==> config.mk <==
export PLATFORM = sky130hd
export DESIGN_NAME = wave_sound_channel_top
export DESIGN_NICKNAME = d
export VERILOG_FILES = /design/src/hdl/wsc_pkg.sv /design/src/hdl/wsc_wave_mem.sv /design/src/hdl/wsc_ctrl.sv /design/src/hdl/wsc_result.sv /design/src/hdl/wave_sound_channel_top.sv
export SDC_FILE = /design/constraint.sdc
export NUM_CORES = 1
export LEC_CHECK = 0
export ABC_AREA = 1
export BUFFER_PORTS_ARGS = -buffer_cell sky130_fd_sc_hd__clkbuf_2
export CORE_ASPECT_RATIO = 1.75
export CORE_MARGIN = 2
export CORE_UTILIZATION = 50
export DETAILED_ROUTE_END_ITERATION = 7
export PLACE_DENSITY = 0.74
export SYNTH_ARGS = -nofsm -noshare
export SYNTH_HDL_FRONTEND = slang
export SYNTH_SLANG_ARGS = --single-unit
==> constraint.sdc <==
create_clock -name clk -period 12.1 [get_ports clk]
set_input_delay 0.605 -clock clk [delete_from_list [all_inputs] [get_ports clk]]
set_output_delay 0.605 -clock clk [all_outputs]
set_load 0.05 [all_outputs]
==> src/hdl/wsc_pkg.sv <==
// Shared types and constants for the wave sound channel.
// No dependencies; every other file imports this package.
`default_nettype none

package wsc_pkg;

  localparam int unsigned WAVE_ROWS = 4;   // wave RAM held as 4 rows of 4 bytes
  localparam int unsigned ROW_BITS  = 32;

  localparam logic [11:0] DIV_MAX     = 12'd2047;
  localparam logic [8:0]  LENGTH_FULL = 9'd256;

  typedef enum logic [2:0] {
    OP_TICK     = 3'd0,
    OP_LEN_CLK  = 3'd1,
    OP_TRIGGER  = 3'd2,
    OP_WAVE_WR  = 3'd3,
    OP_WAVE_RD  = 3'd4,
    OP_LEN_LOAD = 3'd5,
    OP_CLEAR    = 3'd6
  } op_t;

  // Work left for the second stage once the row read has returned
  typedef enum logic [2:0] {
    S1_NONE,
    S1_FETCH,
    S1_CORRUPT,
    S1_WRITE,
    S1_READ,
    S1_CLEAR
  } s1_act_t;

  typedef struct packed {
    op_t        op;
    logic [10:0] period;
    logic        length_enable;
    logic [1:0]  volume_code;
    logic        dac_enable;
    logic [3:0]  wave_index;
    logic [7:0]  wave_data;
    logic [7:0]  length_value;
  } item_t;

  typedef struct packed {
    s1_act_t    act;
    logic [1:0] row;     // row written by a wave write
    logic [1:0] sel;     // byte within the row
    logic       lo_nib;  // fetch takes the low nibble
    logic       single;  // corruption copies one byte only
    logic [7:0] data;
    logic [1:0] vol;
    logic       silent;
    logic       active;
  } s1_t;

  typedef struct packed {
    logic       en;
    logic [1:0] row;
  } mem_rd_t;

  typedef struct packed {
    logic                en;
    logic [1:0]          row;
    logic [ROW_BITS-1:0] data;
  } mem_wr_t;

  function automatic logic [7:0] row_byte(input logic [ROW_BITS-1:0] r,
                                          input logic [1:0] sel);
    row_byte = r[{sel, 3'b000} +: 8];
  endfunction

endpackage

`default_nettype wire

==> src/hdl/wsc_wave_mem.sv <==
// Wave RAM: 4 x 32-bit rows, registered read, one write port.
// Row valid bits stand in for the reset clear; depends on wsc_pkg.
`default_nettype none

module wsc_wave_mem
  import wsc_pkg::*;
(
  input  wire logic                clk,
  input  wire logic                rst_n,
  input  wire mem_rd_t             rd,
  input  wire mem_wr_t             wr,
  output logic [ROW_BITS-1:0]      rd_data
);

  logic [ROW_BITS-1:0] mem_r [WAVE_ROWS];
  logic [WAVE_ROWS-1:0] row_valid_r;
  logic [ROW_BITS-1:0] rd_q_r;
  logic                rd_valid_r;
  logic                fwd_hit_r;
  logic [ROW_BITS-1:0] fwd_data_r;

  always_ff @(posedge clk) begin
    if (wr.en) begin
      mem_r[wr.row] <= wr.data;
    end
    if (rd.en) begin
      rd_q_r <= mem_r[rd.row];
    end
  end

  always_ff @(posedge clk) begin
    if (!rst_n) begin
      row_valid_r <= '0;
    end else if (wr.en) begin
      row_valid_r[wr.row] <= 1'b1;
    end
  end

  // A write landing on the row being read at the same edge is forwarded
  always_ff @(posedge clk) begin
    if (rd.en) begin
      rd_valid_r <= row_valid_r[rd.row];
      fwd_hit_r  <= wr.en && (wr.row == rd.row);
      fwd_data_r <= wr.data;
    end
  end

  assign rd_data = fwd_hit_r  ? fwd_data_r :
                   rd_valid_r ? rd_q_r     : '0;

endmodule

`default_nettype wire

==> src/hdl/wsc_ctrl.sv <==
// Front stage: scalar channel state (position, divider, length, active).
// Decodes each transfer and issues the wave RAM row read; depends on wsc_pkg.
`default_nettype none

module wsc_ctrl
  import wsc_pkg::*;
(
  input  wire logic  clk,
  input  wire logic  rst_n,
  input  wire logic  accept,
  input  wire item_t item,
  output mem_rd_t    rd,
  output s1_t        s1_nxt
);

  logic [4:0]  position_r, position_nxt;
  logic [11:0] divider_r, divider_nxt;
  logic [10:0] reload_r, reload_nxt;
  logic [3:0]  lfb_r, lfb_nxt;
  logic [8:0]  len_r, len_nxt;
  logic        active_r, active_nxt;
  logic [11:0] div_inc;
  mem_rd_t     rd_req;

  always_comb begin
    position_nxt = position_r;
    divider_nxt  = divider_r;
    reload_nxt   = reload_r;
    lfb_nxt      = lfb_r;
    len_nxt      = len_r;
    active_nxt   = active_r;
    div_inc      = divider_r + 12'd1;
    rd_req       = '{en: 1'b0, row: 2'd0};
    s1_nxt       = '{act: S1_NONE, row: 2'd0, sel: 2'd0, lo_nib: 1'b0, single: 1'b0,
                     data: item.wave_data, vol: item.volume_code,
                     silent: 1'b1, active: 1'b0};

    unique case (item.op)
      OP_TICK: begin
        if (active_r && item.dac_enable) begin
          divider_nxt = div_inc;
          if (div_inc > DIV_MAX) begin
            rd_req        = '{en: 1'b1, row: position_r[4:3]};
            s1_nxt.act    = S1_FETCH;
            s1_nxt.sel    = position_r[2:1];
            s1_nxt.lo_nib = position_r[0];
            lfb_nxt       = position_r[4:1];
            position_nxt  = position_r + 5'd1;
            reload_nxt    = item.period;
            divider_nxt   = {1'b0, item.period};
          end
        end
      end
      OP_LEN_CLK: begin
        if (item.length_enable && (len_r != 9'd0)) begin
          len_nxt = len_r - 9'd1;
          if (len_r == 9'd1) begin
            active_nxt = 1'b0;
          end
        end
      end
      OP_TRIGGER: begin
        if (len_r == 9'd0) begin
          len_nxt = LENGTH_FULL;
        end
        // corruption: copy the last fetched byte (or its group of four) to the front
        if (active_r && (divider_r <= {1'b0, reload_r})) begin
          rd_req        = '{en: 1'b1, row: lfb_r[3:2]};
          s1_nxt.act    = S1_CORRUPT;
          s1_nxt.sel    = lfb_r[1:0];
          s1_nxt.single = (lfb_r[3:2] == 2'd0);
        end
        reload_nxt   = item.period;
        divider_nxt  = {1'b0, item.period};
        position_nxt = 5'd0;
        if (item.dac_enable) begin
          active_nxt = 1'b1;
        end
      end
      OP_WAVE_WR: begin
        rd_req     = '{en: 1'b1, row: item.wave_index[3:2]};
        s1_nxt.act = S1_WRITE;
        s1_nxt.row = item.wave_index[3:2];
        s1_nxt.sel = item.wave_index[1:0];
      end
      OP_WAVE_RD: begin
        rd_req     = '{en: 1'b1, row: item.wave_index[3:2]};
        s1_nxt.act = S1_READ;
        s1_nxt.sel = item.wave_index[1:0];
      end
      OP_LEN_LOAD: begin
        len_nxt = LENGTH_FULL - {1'b0, item.length_value};
      end
      OP_CLEAR: begin
        position_nxt = 5'd0;
        divider_nxt  = 12'd0;
        reload_nxt   = 11'd0;
        s1_nxt.act   = S1_CLEAR;
      end
      default: begin
      end
    endcase

    s1_nxt.active = active_nxt;
    s1_nxt.silent = !active_nxt || !item.dac_enable;
    rd            = '{en: rd_req.en && accept, row: rd_req.row};
  end

  always_ff @(posedge clk) begin
    if (!rst_n) begin
      position_r <= 5'd0;
      divider_r  <= 12'd0;
      reload_r   <= 11'd0;
      lfb_r      <= 4'd0;
      len_r      <= 9'd0;
      active_r   <= 1'b0;
    end else if (accept) begin
      position_r <= position_nxt;
      divider_r  <= divider_nxt;
      reload_r   <= reload_nxt;
      lfb_r      <= lfb_nxt;
      len_r      <= len_nxt;
      active_r   <= active_nxt;
    end
  end

`ifndef ASSERT_OFF
  a_trigger_len_nonzero: assert property (@(posedge clk) disable iff (!rst_n)
    accept && (item.op == OP_TRIGGER) |=> (len_r != 9'd0))
    else $error("length counter zero after trigger");

  a_divider_range: assert property (@(posedge clk) disable iff (!rst_n)
    divider_r <= DIV_MAX)
    else $error("divider left above period limit");
`endif

endmodule

`default_nettype wire

==> src/hdl/wsc_result.sv <==
// Back stage: completes wave RAM read-modify-write, nibble fetch and result.
// Holds the output register; depends on wsc_pkg.
`default_nettype none

module wsc_result
  import wsc_pkg::*;
(
  input  wire logic                clk,
  input  wire logic                rst_n,
  input  wire logic                accept,
  input  wire s1_t                 s1_nxt,
  input  wire logic [ROW_BITS-1:0] rd_data,
  input  wire logic                out_ready,
  output logic                     in_ready,
  output mem_wr_t                  wr,
  output logic                     out_valid,
  output logic [3:0]               sample,
  output logic                     silent,
  output logic                     channel_on,
  output logic [7:0]               read_data
);

  logic       s1_valid_r;
  s1_t        s1_r;
  logic [3:0] nib_r, nib_nxt;
  logic       out_valid_r;
  logic [3:0] sample_r, sample_nxt;
  logic       silent_r;
  logic       chon_r;
  logic [7:0] rdata_r, rdata_nxt;
  logic [7:0] sel_byte;
  logic       advance;

  assign advance  = s1_valid_r && (!out_valid_r || out_ready);
  assign in_ready = !s1_valid_r || advance;

  always_comb begin
    sel_byte  = row_byte(rd_data, s1_r.sel);
    nib_nxt   = nib_r;
    rdata_nxt = 8'd0;
    wr        = '{en: 1'b0, row: 2'd0, data: rd_data};

    unique case (s1_r.act)
      S1_FETCH: begin
        nib_nxt = s1_r.lo_nib ? sel_byte[3:0] : sel_byte[7:4];
      end
      S1_CORRUPT: begin
        wr.en  = advance;
        wr.row = 2'd0;
        wr.data = s1_r.single ? {rd_data[ROW_BITS-1:8], sel_byte} : rd_data;
      end
      S1_WRITE: begin
        wr.en  = advance;
        wr.row = s1_r.row;
        for (int k = 0; k < 4; k++) begin
          if (2'(k) == s1_r.sel) begin
            wr.data[k*8 +: 8] = s1_r.data;
          end
        end
      end
      S1_READ: begin
        rdata_nxt = sel_byte;
      end
      S1_CLEAR: begin
        nib_nxt = 4'd0;
      end
      default: begin
      end
    endcase

    sample_nxt = 4'd0;
    if (!s1_r.silent) begin
      case (s1_r.vol)
        2'd1:    sample_nxt = nib_nxt;
        2'd2:    sample_nxt = nib_nxt >> 1;
        2'd3:    sample_nxt = nib_nxt >> 2;
        default: sample_nxt = 4'd0;
      endcase
    end
  end

  always_ff @(posedge clk) begin
    if (!rst_n) begin
      s1_valid_r  <= 1'b0;
      out_valid_r <= 1'b0;
      nib_r       <= 4'd0;
    end else begin
      if (accept) begin
        s1_valid_r <= 1'b1;
      end else if (advance) begin
        s1_valid_r <= 1'b0;
      end
      if (advance) begin
        out_valid_r <= 1'b1;
        nib_r       <= nib_nxt;
      end else if (out_ready) begin
        out_valid_r <= 1'b0;
      end
    end
  end

  always_ff @(posedge clk) begin
    if (accept) begin
      s1_r <= s1_nxt;
    end
    if (advance) begin
      sample_r <= sample_nxt;
      silent_r <= s1_r.silent;
      chon_r   <= s1_r.active;
      rdata_r  <= rdata_nxt;
    end
  end

  assign out_valid  = out_valid_r;
  assign sample     = sample_r;
  assign silent     = silent_r;
  assign channel_on = chon_r;
  assign read_data  = rdata_r;

`ifndef ASSERT_OFF
  a_read_data_only_on_read: assert property (@(posedge clk) disable iff (!rst_n)
    advance && (s1_r.act != S1_READ) |=> (rdata_r == 8'd0))
    else $error("wave read data on a non-read result");

  a_silent_sample_zero: assert property (@(posedge clk) disable iff (!rst_n)
    out_valid_r && silent_r |-> (sample_r == 4'd0))
    else $error("sample non-zero while silent");
`endif

endmodule

`default_nettype wire

==> src/hdl/wave_sound_channel_top.sv <==
// Top level of the wave sound channel: stream ports, front and back stages.
// Instantiates wsc_ctrl, wsc_wave_mem and wsc_result; depends on wsc_pkg.
//
//  channel | dir | tdata                          | tuser
//  --------+-----+--------------------------------+-----------
//  in_     | in  | 40b: period..length_value      | operation
//  out_    | out | 16b: sample, channel_on, rdata | silent
//
// One transfer per clock while the output drains; a result passes the row read
// register, then the output one (row read returns, back stage writes back).
// The registered read of the 4-row wave RAM is what sets the
// pipeline depth; a write-back to the row read at the same edge is forwarded.
// Reset clears four row valid bits: no clearing pass, ready straight away.
// in_tready follows out_tready through the back stage when the output is full.
`default_nettype none

module wave_sound_channel_top
  import wsc_pkg::*;
(
  input  wire logic        clk,
  input  wire logic        rst_n,
  input  wire logic        in_tvalid,
  output logic             in_tready,
  // [10:0] period, [11] length_enable, [13:12] volume_code, [14] dac_enable,
  // [18:15] wave_index, [26:19] wave_data, [34:27] length_value, [39:35] zero
  input  wire logic [39:0] in_tdata,
  // [2:0] operation
  input  wire logic [2:0]  in_tuser,
  output logic             out_tvalid,
  input  wire logic        out_tready,
  // [3:0] sample, [4] channel_on, [12:5] wave_read_data, [15:13] zero
  output logic [15:0]      out_tdata,
  // [0] silent
  output logic             out_tuser
);

  item_t                item;
  logic                 accept;
  mem_rd_t              rd;
  mem_wr_t              wr;
  s1_t                  s1_nxt;
  logic [ROW_BITS-1:0]  rd_data;
  logic [3:0]           sample;
  logic                 channel_on;
  logic [7:0]           read_data;

  assign item = '{op:            op_t'(in_tuser),
                  period:        in_tdata[10:0],
                  length_enable: in_tdata[11],
                  volume_code:   in_tdata[13:12],
                  dac_enable:    in_tdata[14],
                  wave_index:    in_tdata[18:15],
                  wave_data:     in_tdata[26:19],
                  length_value:  in_tdata[34:27]};

  // input transfer
  assign accept = in_tvalid && in_tready;

  wsc_ctrl u_ctrl (
    .clk    (clk),
    .rst_n  (rst_n),
    .accept (accept),
    .item   (item),
    .rd     (rd),
    .s1_nxt (s1_nxt)
  );

  wsc_wave_mem u_mem (
    .clk     (clk),
    .rst_n   (rst_n),
    .rd      (rd),
    .wr      (wr),
    .rd_data (rd_data)
  );

  wsc_result u_result (
    .clk        (clk),
    .rst_n      (rst_n),
    .accept     (accept),
    .s1_nxt     (s1_nxt),
    .rd_data    (rd_data),
    .out_ready  (out_tready),
    .in_ready   (in_tready),
    .wr         (wr),
    .out_valid  (out_tvalid),
    .sample     (sample),
    .silent     (out_tuser),
    .channel_on (channel_on),
    .read_data  (read_data)
  );

  assign out_tdata = {3'b000, read_data, channel_on, sample};

endmodule

`default_nettype wire

==> implementation parameters <==
Parameter                              Value

Finish
  Antenna diode instance count ... 0
  Leading cell type in the layout, fill and taps excluded ... nand2_1
  Multi-input logic area ... 0.00437 mm^2
  Commonest cells after routing, fill and taps aside ... nand2_1, edfxtp_1, nand3_1
  Share of post-route cells with drive strength above 1 ... 11.1%
  Core utilization of the finished layout ... 55.9%
  Number of standard cells in the final layout excluding fillers ... 1780
  Count of filler cells inserted in the layout ... 2258
  FF/Latch Area ... between 0.007 and 0.008 mm^2
  Area Growth Syn to Fin ... 10.7%
  Nets ... 1498

Hold path
  Hold Path Sink ... u_result.s1_r[10]$_DFFE_PP_
  Number of instances on the worst hold path ... 1
  Launch point of the worst hold path ... in_tdata[25]
  Worst Hold Class ... primary input to flip-flop

Timing
  Remaining max-slew budget at the tightest pin ... 27.7%
  Period utilisation layout ... 26.3%
  Max Fclk ... 315 MHz
  Final-layout worst hold slack ... 221 ps
  Worst Tran Pin Value ... between 1000 and 1500 ps
  Setup skew after layout ... 22.8 ps
  Setup repair after global routing missed its margin ... no
  Final Max Slew Viols ... 0
  Final critical-path required period ... 3180 ps
  Summed negative setup slack over all endpoints ... 0 ps
  Number of failing setup endpoints in the final timing report ... 0
  Minimum setup slack in the final design ... 8920 ps
  Hold Violations, Final ... 0

Global route
  Antenna violations before repair ... 0
  Gr usage total ... 23.2%
  Wire length of the first global-routing pass ... 50800 um
  Number of global-route vias before repair ... 9912
  Final global-route overflow total ... 0
  Maximum number of pins on one net before global-route repair ... 69

Critical path
  Type of origin of the critical path ... flip-flop
  WP data required ... roughly 12000 ps
  Buffering stage count on the worst path with inverters included ... 2
  Crit end category ... flip-flop
  CP max stage cell ... dfxtp_1
  CP peak stage delay ... between 400 and 500 ps
  Cell family contributing the most delay on the critical path ... simple AND/OR/NAND/NOR gates
  Max FO, Critical Path ... 35
  Endpoint of the worst-slack reg-to-reg timing path ... u_mem.rd_q_r[4]$_DFFE_PP_
  Register-to-Register Setup Slack ... slightly below 9000 ps
  Reg2reg start ... u_ctrl.divider_r[7]$_SDFFE_PN0P_
  Critical Path AT ... about 3500 ps
  Library cell appearing most often on the critical path ... nand2_1
  Cells traversed along the worst timing path ... ha_1 > a21oi_1 > nand2_1 > nand2_1 > nand3_1 > nand2_1 > nand3_1 > nand2_2 > buf_4 > inv_2 > nand3_1 > nand2_1
  Type of the worst setup path ... flip-flop to flip-flop
  Number of cells on the worst reg-to-reg path ... 12
  Count of cell instances traversed by the critical path ... 12

Drt
  DRC violations left ... 0
  Routed vias ... 10100
  Post-detailed-route count of antenna-violating nets ... 0
  Detailed-routed wire length on met2 ... 16800 um
  Aggregate routed wire length ... 32100 um
  Wire length per cell ... between 15 and 20 um
  Met3 wire len ... 1920 um
  Detailed-route vias per instance ... about 5.7
  Initial DRC count ... 915
  Routed length on met1 ... 11800 um
  Uppermost layer routed ... met4
  First-pass iteration count of the detailed router ... 7

Logic synthesis
  #FFs+latches synth ... 281
  Synth warn ... 0
  Post-synthesis sequential area ratio ... around three fifths
  Library cells used by synthesis ... 44
  Dominant cell type by area after synthesis ... edfxtp_1
  Post-synth EDFFs ... ~230
  Cell count after synthesis ... 1389
  Area of the mapped netlist ... 0.0133 mm^2
  Mean instance size in the synthesized netlist ... 9.59 um^2
  Synth area leaders ... edfxtp_1, dfxtp_1, nand2_1, nand3_1, inv_1
  Asr flop ratio synth ... 0%
  Area share of the largest cell type after synthesis ... 51.6%
  Primary FF master, synth ... edfxtp_1

Placement
  Placer congestion estimate ... 0.876
  Cells after DPL ... 1728
  Worst slack, placed ... 8440 ps
  HPWL Detailed ... between 20000 and 25000 um
  Number of buffer cells added on primary ports ... 57

Floorplanning
  Number of rows created at floorplan ... 79
  Die span in y ... 220 um
  Top-level port count ... 66
  Floorplan die width ... 127 um
  Core ar. ... between 0.02 and 0.03 mm^2
  Die area ... 0.0280 mm^2
  Initial Utilization ... between 50% and 60%

Job
  Max_cap viols ... 0

Clock tree
  Sink count of the clock tree ... 281
  Cells resized by post-CTS repair ... 0
  Maximum clock path buffer count ... 3
  CTS Buf Count ... 28
  CTS root buffer ... clkbuf_16
  Maximum level of the CTS H-tree ... 1
  Hold buffer count at CTS ... 0
  Number of buffers inserted to repair setup after CTS ... 0
  Clock tree from TritonCTS ... yes
  Clock transition at the registers of the reported paths ... approximately 60 ps
  Clock latency of the later-clocked register in the worst-skew pair ... roughly 560 ps

Power
  Switching share of power ... 24.1%
  Sequential share of power ... 51.3%
  Ratio of total power to cell area ... 145 mW/mm^2
  Lkg Pwr ... 0.00602 uW
  Maximum vdd ir drop ... 0.118 mV
  Net switching power ... 515 uW
  Fraction of power consumed by the clock network ... 39.8%
  Share of power burned in combinational logic ... 8.8%
  Int Power ... about 1600 uW

Status
  Status ... completed
[cell usage after synthesis (18+ instances only)]
cell,count
nand3_1,199
o21ai_0,34
nand3b_1,34
nor2_1,92
edfxtp_1,229
clkbuf_1,18
a21oi_1,63
inv_1,184
dfxtp_1,52
buf_2,29
a31oi_1,24
nand2_1,273
[state kept, by name, indices dropped and copies added (netlist names), 4 cells and up]
signal and flops:
u_result.s1_r 21, u_mem.row_valid_r 4, u_ctrl.lfb_r 4, u_result.sample 4, u_mem.mem_r 128, u_ctrl.len_r 9
u_ctrl.reload_r 11, u_mem.rd_q_r 32, u_result.nib_r 4, u_ctrl.position_r 5, u_mem.fwd_data_r 32, u_ctrl.divider_r 12
u_result.read_data 8
[logic make-up (layout without fill, tap and decap cells)]
kind of cell / after synthesis / in the layout / share of synthesized area (%)
other: 1 / 3 / 0.0282
flip-flops: 281 / 281 / 59.4
adder cells (fa/ha/maj): 17 / 17 / 1.60
XOR/XNOR: 12 / 12 / 0.789
AND/OR/NAND/NOR: 649 / 649 / 22.2
buffers and inverters: 255 / 320 / 8.02
AO/OA/AOI/OAI: 174 / 174 / 7.91
[per-layer routing]
layer  GRT usage [%]  vias up
li1                -     4813
met1            26.2     4808
met2            42.4      352
met3            3.42       94
met4            11.6        0
met5               0        -
[metrics by stage]
step	instance area [um^2]	power (uW)
4_1_cts	14700	2150
3_5_place_dp	13800	1300
6_report	14700	2140
2_1_floorplan	13300	1250
5_1_grt	14700	2210
3_3_place_gp	13800	1300
[final cells by class]
| class | count | share of cell area, % |
|---|---|---|
| Sequential cell | 281 | 53.7 |
| Clock inverter | 13 | 0.730 |
| Inverter | 194 | 4.94 |
| Clock buffer | 39 | 5.45 |
| Timing Repair Buffer | 74 | 2.80 |
| Tap cell | 324 | 2.75 |
| Multi-Input combinational cell | 855 | 29.6 |
[worst max-delay path by stage]
stage | end | start
floorplan | u_mem.fwd_data_r[0]$_DFFE_PP_ | out_tready
global placement | u_mem.rd_q_r[24]$_DFFE_PP_ | in_tuser[0]
detailed placement | u_mem.rd_q_r[24]$_DFFE_PP_ | in_tuser[0]
CTS | u_mem.rd_q_r[4]$_DFFE_PP_ | u_ctrl.divider_r[7]$_SDFFE_PN0P_
global route | u_mem.rd_q_r[13]$_DFFE_PP_ | u_ctrl.divider_r[1]$_SDFFE_PN0P_
finish | u_mem.rd_q_r[4]$_DFFE_PP_ | u_ctrl.divider_r[7]$_SDFFE_PN0P_
[power by group through the flow]
stage | Clock (uW) | Sequential (uW) | Combinational [uW]
after floorplan | 0 | 1120 | 130
after detailed placement | 0 | 1120 | 188
after CTS | 865 | 1100 | 188
after global routing | 899 | 1100 | 211
final | 852 | 1100 | 189
after global placement | 0 | 1120 | 182
(Power assumes the default switching activity.)
